File: config.mk
export PLATFORM = sky130hd
export DESIGN_NAME = accumulator_machine_execute
export DESIGN_NICKNAME = d
export VERILOG_FILES = /design/src/rtl/core/ame_pkg.sv /design/src/rtl/core/ame_div.sv /design/src/rtl/core/accumulator_machine_execute.sv
export VERILOG_INCLUDE_DIRS = /design/src /design/src/rtl/core
export SDC_FILE = /design/constraint.sdc
export NUM_CORES = 2
export LEC_CHECK = 0
export ABC_AREA = 1
export CORE_MARGIN = 2
export CORE_UTILIZATION = 59
export CTS_CLUSTER_SIZE = 8
export DETAILED_ROUTE_END_ITERATION = 7
export DONT_BUFFER_PORTS = 1
export HOLD_SLACK_MARGIN = 0.03
export PLACE_DENSITY_LB_ADDON = 0.12
export SYNTH_ARGS = -nofsm -noshare
export SYNTH_HDL_FRONTEND = slang
export SYNTH_HIERARCHICAL = 1
export SYNTH_SLANG_ARGS = --single-unit
File: constraint.sdc
create_clock -name clk_i -period 8.2 [get_ports clk_i]
set_input_delay 0.82 -clock clk_i [delete_from_list [all_inputs] [get_ports clk_i]]
set_output_delay 0.82 -clock clk_i [all_outputs]
set_load 0.02 [all_outputs]
File: src/rtl/core/accumulator_machine_execute_assert.svh
// assertion macros for the accumulator machine execute block
`ifndef ACCUMULATOR_MACHINE_EXECUTE_ASSERT_SVH
`define ACCUMULATOR_MACHINE_EXECUTE_ASSERT_SVH

// clocked implication check, off while in reset
`define AME_ASSERT(lbl, prop, msg) \
  lbl: assert property (@(posedge clk_i) disable iff (!rst_ni) prop) else $error(msg);

// plain invariant check, off while in reset
`define AME_ASSERT_NEVER(lbl, expr, msg) \
  lbl: assert property (@(posedge clk_i) disable iff (!rst_ni) !(expr)) else $error(msg);

`endif

File: src/rtl/core/ame_pkg.sv
// shared types and constants of the accumulator machine execute block
package ame_pkg;

  localparam int unsigned DataW   = 32;
  localparam int unsigned NumRegs = 16;
  localparam int unsigned IdxW    = $clog2(NumRegs);

  typedef enum logic [4:0] {
    MODE_ADD = 5'd0,
    MODE_SUB = 5'd1,
    MODE_MUL = 5'd2,
    MODE_DIV = 5'd3,
    MODE_LDA = 5'd4,
    MODE_LDK = 5'd5,
    MODE_STA = 5'd6,
    MODE_INP = 5'd7,
    MODE_OUT = 5'd8,
    MODE_HLT = 5'd9,
    MODE_JMP = 5'd10,
    MODE_JEZ = 5'd11,
    MODE_JNE = 5'd12,
    MODE_JLZ = 5'd13,
    MODE_JLE = 5'd14,
    MODE_JGZ = 5'd15,
    MODE_JGE = 5'd16
  } mode_e;

  typedef enum logic [1:0] {
    ERR_NONE   = 2'd0,
    ERR_DIVZ   = 2'd1,
    ERR_INDEX  = 2'd2,
    ERR_DIVOVF = 2'd3
  } err_e;

  typedef enum logic [1:0] {
    S_IDLE,
    S_READ,
    S_DIV,
    S_WB
  } state_e;

  typedef struct packed {
    logic             start;
    logic [DataW-1:0] dividend;
    logic [DataW-1:0] divisor;
  } div_req_t;

endpackage

File: src/rtl/core/ame_div.sv
// iterative signed divider, one quotient bit per cycle, truncating toward zero
module ame_div
  import ame_pkg::*;
(
  input  logic             clk_i,
  input  logic             rst_ni,
  input  div_req_t         req_i,
  output logic             done_o,
  output logic [DataW-1:0] quotient_o
);

  localparam int unsigned CntW = $clog2(DataW);

  logic             busy_q, done_q, neg_q;
  logic [CntW-1:0]  cnt_q;
  logic [DataW-1:0] rem_q, quo_q, dvs_q;
  logic [DataW:0]   trial;

  assign trial = {rem_q, quo_q[DataW-1]} - {1'b0, dvs_q};

  always_ff @(posedge clk_i or negedge rst_ni) begin
    if (!rst_ni) begin
      busy_q <= 1'b0;
      done_q <= 1'b0;
      cnt_q  <= '0;
    end else begin
      done_q <= 1'b0;
      if (req_i.start) begin
        busy_q <= 1'b1;
        cnt_q  <= '0;
      end else if (busy_q) begin
        cnt_q <= cnt_q + 1'b1;
        if (cnt_q == CntW'(DataW - 1)) begin
          busy_q <= 1'b0;
          done_q <= 1'b1;
        end
      end
    end
  end

  // magnitudes in, sign fixed at the end
  always_ff @(posedge clk_i) begin
    if (req_i.start) begin
      neg_q <= req_i.dividend[DataW-1] ^ req_i.divisor[DataW-1];
      quo_q <= req_i.dividend[DataW-1] ? -req_i.dividend : req_i.dividend;
      dvs_q <= req_i.divisor[DataW-1] ? -req_i.divisor : req_i.divisor;
      rem_q <= '0;
    end else if (busy_q) begin
      if (!trial[DataW]) begin
        rem_q <= trial[DataW-1:0];
        quo_q <= {quo_q[DataW-2:0], 1'b1};
      end else begin
        rem_q <= {rem_q[DataW-2:0], quo_q[DataW-1]};
        quo_q <= {quo_q[DataW-2:0], 1'b0};
      end
    end
  end

  assign done_o     = done_q;
  assign quotient_o = neg_q ? -quo_q : quo_q;

endmodule

File: src/rtl/core/accumulator_machine_execute.sv
// accumulator register machine execute stage: register file, sequencer, result register
//
// Input channel (in_valid_i/in_ready_o) takes one instruction per request: mode,
// operand and input value. Output channel (res_valid_o/res_ready_i) returns one
// result per instruction: the accumulator after it, out/halt/branch reports and
// an error code.
// Register 0 (the accumulator) sits in a flop; registers 1..15 sit in a
// synchronous memory with a registered read and a valid bit per entry.
// An instruction passes from accept through execute to write back; a div waits
// between the two in a divide state for the one-bit-per-cycle divider.
// One instruction is in flight at a time; the next one is taken as soon as the
// previous one has written back, even while its result still waits at the output.
// If the receiver stalls with a result pending, the next instruction waits in
// write back until the output register is free.
// Reset clears all registers to zero at once through the valid bits and empties
// the output register; no clearing pass is needed.
module accumulator_machine_execute
  import ame_pkg::*;
(
  input  logic             clk_i,
  input  logic             rst_ni,
  input  logic             in_valid_i,
  output logic             in_ready_o,
  input  logic [4:0]       mode_i,
  input  logic [DataW-1:0] operand_i,
  input  logic [DataW-1:0] input_value_i,
  output logic             res_valid_o,
  input  logic             res_ready_i,
  output logic [DataW-1:0] accumulator_o,
  output logic             out_valid_o,
  output logic [DataW-1:0] out_value_o,
  output logic             halted_o,
  output logic [DataW-1:0] halt_code_o,
  output logic             branch_taken_o,
  output logic [DataW-1:0] branch_target_o,
  output logic [1:0]       error_code_o
);

  state_e state_q, state_d;

  logic [DataW-1:0] mem [NumRegs];
  logic [DataW-1:0] rdata_q;
  logic [NumRegs-1:0] vld_q;

  logic [DataW-1:0] acc_q;
  logic [4:0]       mode_q;
  logic [DataW-1:0] op_q, inval_q;

  // pending result, held from execute to write back
  logic [DataW-1:0] pacc_q, pov_q, phc_q, pbt_q, pwdata_q;
  logic             pout_q, phalt_q, ptaken_q, pwe_q;
  logic [IdxW-1:0]  pidx_q;
  err_e             perr_q;

  logic             res_valid_q;

  logic             accept, exec, wb_fire, div_done;
  logic [IdxW-1:0]  idx;
  logic             idx_ok, cond;
  logic [DataW-1:0] rv, div_quo;
  div_req_t         div_req;

  // execute stage results
  logic [DataW-1:0] x_acc, x_ov, x_hc, x_bt, x_wdata;
  logic             x_out, x_halt, x_we, x_div;
  err_e             x_err;

  assign accept  = in_valid_i && in_ready_o;
  assign exec    = (state_q == S_READ);
  assign wb_fire = (state_q == S_WB) && (!res_valid_q || res_ready_i);

  assign idx    = op_q[IdxW-1:0];
  assign idx_ok = (op_q < DataW'(NumRegs));
  assign rv     = (idx == '0) ? acc_q : (vld_q[idx] ? rdata_q : '0);

  always_comb begin
    state_d = state_q;
    unique case (state_q)
      S_IDLE: if (accept) state_d = S_READ;
      S_READ: state_d = x_div ? S_DIV : S_WB;
      S_DIV:  if (div_done) state_d = S_WB;
      S_WB:   if (wb_fire) state_d = S_IDLE;
      default: state_d = S_IDLE;
    endcase
  end

  always_comb begin
    in_ready_o = 1'b0;
    unique case (state_q)
      S_IDLE:  in_ready_o = 1'b1;
      default: in_ready_o = 1'b0;
    endcase
  end

  always_comb begin
    x_acc   = acc_q;
    x_ov    = '0;
    x_hc    = '0;
    x_bt    = '0;
    x_wdata = acc_q;
    x_out   = 1'b0;
    x_halt  = 1'b0;
    x_we    = 1'b0;
    x_div   = 1'b0;
    x_err   = ERR_NONE;
    cond    = 1'b0;
    if (mode_q <= 5'(MODE_OUT) && mode_q != 5'(MODE_LDK) && !idx_ok) begin
      x_err = ERR_INDEX;
    end else begin
      case (mode_q)
        MODE_ADD: x_acc = acc_q + rv;
        MODE_SUB: x_acc = acc_q - rv;
        MODE_MUL: x_acc = acc_q * rv;
        MODE_DIV: begin
          if (rv == '0) begin
            x_err = ERR_DIVZ;
          end else if (acc_q == {1'b1, {(DataW-1){1'b0}}} && rv == '1) begin
            x_err = ERR_DIVOVF;
          end else begin
            x_div = 1'b1;
          end
        end
        MODE_LDA: x_acc = rv;
        MODE_LDK: x_acc = op_q;
        MODE_STA: begin
          x_we    = (idx != '0);
          x_wdata = acc_q;
        end
        MODE_INP: begin
          if (idx == '0) x_acc = inval_q;
          x_we    = (idx != '0);
          x_wdata = inval_q;
        end
        MODE_OUT: begin
          x_out = 1'b1;
          x_ov  = rv;
        end
        MODE_HLT: begin
          x_halt = 1'b1;
          x_hc   = op_q;
        end
        MODE_JMP: cond = 1'b1;
        MODE_JEZ: cond = (acc_q == '0);
        MODE_JNE: cond = (acc_q != '0);
        MODE_JLZ: cond = acc_q[DataW-1];
        MODE_JLE: cond = acc_q[DataW-1] || (acc_q == '0);
        MODE_JGZ: cond = !acc_q[DataW-1] && (acc_q != '0);
        MODE_JGE: cond = !acc_q[DataW-1];
        default: ;
      endcase
      if (cond) x_bt = op_q;
    end
  end

  assign div_req.start    = exec && x_div;
  assign div_req.dividend = acc_q;
  assign div_req.divisor  = rv;

  ame_div u_div (
    .clk_i      (clk_i),
    .rst_ni     (rst_ni),
    .req_i      (div_req),
    .done_o     (div_done),
    .quotient_o (div_quo)
  );

  always_ff @(posedge clk_i or negedge rst_ni) begin
    if (!rst_ni) begin
      state_q     <= S_IDLE;
      res_valid_q <= 1'b0;
      vld_q       <= '0;
      acc_q       <= '0;
    end else begin
      state_q <= state_d;
      if (wb_fire) begin
        res_valid_q <= 1'b1;
        acc_q       <= pacc_q;
        if (pwe_q) vld_q[pidx_q] <= 1'b1;
      end else if (res_ready_i) begin
        res_valid_q <= 1'b0;
      end
    end
  end

  always_ff @(posedge clk_i) begin
    if (accept) begin
      mode_q  <= mode_i;
      op_q    <= operand_i;
      inval_q <= input_value_i;
    end
    if (exec) begin
      pacc_q   <= x_acc;
      pov_q    <= x_ov;
      phc_q    <= x_hc;
      pbt_q    <= x_bt;
      pout_q   <= x_out;
      phalt_q  <= x_halt;
      ptaken_q <= cond && (x_err == ERR_NONE);
      pwe_q    <= x_we;
      pwdata_q <= x_wdata;
      pidx_q   <= idx;
      perr_q   <= x_err;
    end else if (state_q == S_DIV && div_done) begin
      pacc_q <= div_quo;
    end
    if (wb_fire) begin
      accumulator_o   <= pacc_q;
      out_valid_o     <= pout_q;
      out_value_o     <= pov_q;
      halted_o        <= phalt_q;
      halt_code_o     <= phc_q;
      branch_taken_o  <= ptaken_q;
      branch_target_o <= pbt_q;
      error_code_o    <= perr_q;
    end
  end

  // register file memory, entry 0 unused
  always_ff @(posedge clk_i) begin
    if (wb_fire && pwe_q) mem[pidx_q] <= pwdata_q;
  end

  always_ff @(posedge clk_i) begin
    if (accept) rdata_q <= mem[operand_i[IdxW-1:0]];
  end

  assign res_valid_o = res_valid_q;

`include "accumulator_machine_execute_assert.svh"

  `AME_ASSERT(a_accept_to_read, accept |=> state_q == S_READ, "accept did not start a read")
  `AME_ASSERT(a_div_to_wb, (state_q == S_DIV && div_done) |=> state_q == S_WB,
              "divider finish did not reach write back")
  `AME_ASSERT(a_err_no_flags, (res_valid_o && error_code_o != 2'(ERR_NONE)) |->
              (!out_valid_o && !halted_o && !branch_taken_o), "error result carries flags")
  `AME_ASSERT_NEVER(a_no_wr_acc, wb_fire && pwe_q && pidx_q == '0,
                    "memory write to the accumulator entry")

endmodule
==> impl_metrics.csv <==
group,metric,value,unit
floorplanning,die_height,338,um
finish,number_of_filler_cells_placed_in_the_layout,8594,
finish,mostFrequentLayoutCells,"nand2_1 (1,259), inv_1 (1,092), edfxtp_1 (981), nor2_1 (585), fa_1 (398)",
global_routing,top_usage_layer_grt,"met2",
floorplanning,initial_utilization,59.5,%
finish,final_core_utilization,67.7,%
global_routing,global_route.overflow_total,0,
global_routing,number_of_antenna_violations_at_the_first_check_in_global_routing,13,
logic_synthesis,netlist_area,65700,um2
logic_synthesis,yosysWarningCount,6,
sta,setup-violations-final,3,
clock_network,h-tree-depth,4,
worst_setup_path,timing.critical_path.slowest_cell_delay,0.59,ns
global_routing,grt.met3_usage,10.4,%
status,violations,"DRC, setup timing",
worst_setup_path,arrival,8.87,ns
clock_network,clk_latency,0.80,ns
placed_design,dp_hpwl,164000,um
drt,routed-via-count,51100,
hold_path,hold_path.class,"in2reg",
drt,drcViolationCount,2,
clock_network,clock_tree_from_tritoncts,"yes",
sta,final_period_minus_worst_setup_slack,8.36,ns
worst_setup_path,critPathMaxFanout,11,
floorplanning,design.core.area,111000,um2
global_routing,grt_pass1_vias,49400,
worst_setup_path,startpoint_to_endpoint_class_of_the_critical_path,"reg2reg",
floorplanning,core.rowCount,122,
placed_design,io_buffer_count,0,
finish,flow.area_growth_from_synthesis,13.8,%
global_routing,grt_first_pass_wirelength,332000,um
worst_setup_path,crit_family,"adder cells",
sta,relative_slew_slack,22.9,%
sta,grt_setup_unrepaired,"true",
clock_network,numClockSinks,1071,
worst_setup_path,critPathBufInv,9,
finish,multi_input_area,29400,um2
finish,most_common_cell_after_layout_fill_and_taps_aside,"nand2_1",
drt,drt-vias-per-instance,6.01,
finish,final_layout_size_suffix_gt1_share,12.1,%
logic_synthesis,synth_largest_area_cell,"edfxtp_1",
placed_design,gp_congestion,1.06,
sta,max_slew.worst_pin.slew,1.16,ns
logic_synthesis,syn_area_per_cell,9.80,um2
sta,slew_viol_final,0,
placed_design,place_inst,8227,
drt,final_ant_viol_nets,0,
finish,largest_reg_by_ff_count,"mem",
logic_synthesis,ys_seq_area_share,48.0,%
clock_network,ctsRootBufferMaster,"clkbuf_16",
floorplanning,total_die_area,114000,um2
clock_network,max-clock-path-buffers,3,
logic_synthesis,post_synth_num_cell_types,68,
finish,design.final.nets,7619,
worst_setup_path,worstSetupEndpointType,"register",
logic_synthesis,post_synth_main_area_contributors,"edfxtp_1 (45%), fa_1 (12%), nand2_1 (7.3%)",
finish,largest_reg_flops,512,
sta,hold_viol_final,0,
worst_setup_path,rr_worst_depth,39,
worst_setup_path,kind_of_start_point_of_the_critical_path,"register",
status,outcome,"complete, but fails checks",
run,cap_violations,0,
global_routing,global_route.usage.total,40.8,%
drt,drt_iter0_drc,6095,
drt,drt_first_pass_iters,8,
worst_setup_path,worst-endpoint-required,8.71,ns
global_routing,grt_max_degree,386,
drt,routed_wire_length_per_instance,27.0,um
logic_synthesis,synth_seq_cells,1071,
logic_synthesis,netlist.area_leader.share,44.8,%
logic_synthesis,synth_nets,7387,
floorplanning,die_w,338,um
logic_synthesis,post_synth_inst_count,6706,
clock_network,clock_pin_slew_reported_for_the_worst_setup_and_hold_paths_after_clock_tree_synthesis,0.05,ns
global_routing,gr-usage-met2,62.7,%
worst_setup_path,crit_cells,39,
clock_network,tritoncts.num_buffers,154,
hold_path,hold-path-cell-count,0,
sta,skew,0.0838,ns
drt,detail_route.wirelength,230000,um
sta,fmax,120,MHz
floorplanning,io_pins,208,
global_routing,grt_util_met1,53.7,%
finish,area.sequential,31600,um2
sta,period_share,102,%
sta,post-route-worst-setup-slack,-0.157,ns
finish,final_cell_count_no_fill,8503,
worst_setup_path,critical_path.slowest_cell,"fa_1",
==> Yosys cell counts (all sizes together) <==
master	count
xnor2	29
fa	410
a211oi	8
a41oi	2
o21ai	380
dfrtp	58
nand2b	1
o211ai	156
clkbuf	238
o31ai	6
o41ai	2
or2	45
a21o	3
a221oi	8
o221a	1
a2111oi	5
o21bai	4
a22o	1
nand3	253
o221ai	8
ha	198
nand2	1314
a22oi	8
and2	6
inv	1129
o21a	5
nor3	49
nor4	17
dfxtp	32
nand4	58
o22ai	4
mux2i	128
clkinv	9
o2111a	1
nor2	640
buf	58
a21boi	7
a21oi	298
o2111ai	17
nor3b	1
edfxtp	981
nand3b	13
xor2	101
a31oi	14
==> logic make-up after synthesis <==
group                    synth area share (%)
AO/OA/AOI/OAI                            8.24
XOR/XNOR                                 1.73
adder cells (fa/ha/maj)                  16.3
buffers and inverters                    8.44
flip-flops                               48.0
multiplexers                             1.95
AND/OR/NAND/NOR                          15.4
==> path summary, 6_finish.rpt <==
kind                                   startpoint              end  slack, ns
worst max-delay path                      op_q[0]       pacc_q[30]      -0.16
worst min-delay path            input_value_i[10]      inval_q[10]       0.11
worst max register to register            op_q[0]       pacc_q[30]      -0.16
worst min register to register          phc_q[20]  halt_code_o[20]       0.38
max in group asynchronous                  rst_ni        acc_q[13]       7.16
min in group asynchronous                  rst_ni        vld_q[15]       0.67
==> layout make-up <==
cell class	instances	area share, %
timing repair inverter	1	0.0100
clock inverter	23	0.686
sequential	1071	42.2
tap	1488	2.49
timing repair buffer	371	4.08
clock buffer	207	5.45
antenna	3	0.0100
inverter	1138	5.78
multi-input combinational	4201	39.3
==> through the flow <==
step	hold slack (ns)	setup slack, ns	cell area, um2	setup TNS [ns]
after floorplan	0.400	0.222	65700	0
after global placement	0.401	-0.381	69000	-2.46
after detailed placement	0.405	-0.414	69000	-3.62
after CTS	0.0796	-0.0645	74400	-0.211
after global routing	0.0879	-0.399	74800	-4.58
final	0.113	-0.157	74800	-0.381
==> layer usage <==
metal | vias up | part of all wire (%)
met4 | 12 | 6.1
met5 | - | 0.046
met3 | 719 | 11
met2 | 3049 | 45
li1 | 22400 | -
met1 | 24900 | 38
==> worst register-to-register path: cells and delay by family (launching register included) <==
family,cells,cell delay [ns]
adder cells (fa/ha/maj),9,4.44
AO/OA/AOI/OAI,4,0.80
AND/OR/NAND/NOR,17,1.23
flip-flops,1,0.49
buffers and inverters,9,1.12
==> what timing repair did <==
item | 4_1_cts | 5_1_grt
pin swaps | 43 | 29
setup endpoints to repair | 17 | 20
resized for setup | 126 | 69
endpoints found under the hold margin | 58 | 0
hold buffers | 2 | 0
cloned | 2 | 0
buffers inserted | 30 | 9
Power is left out: the tool's default activity adds up to more than one toggle a clock period on the data nets, which glitch-free logic cannot reach.
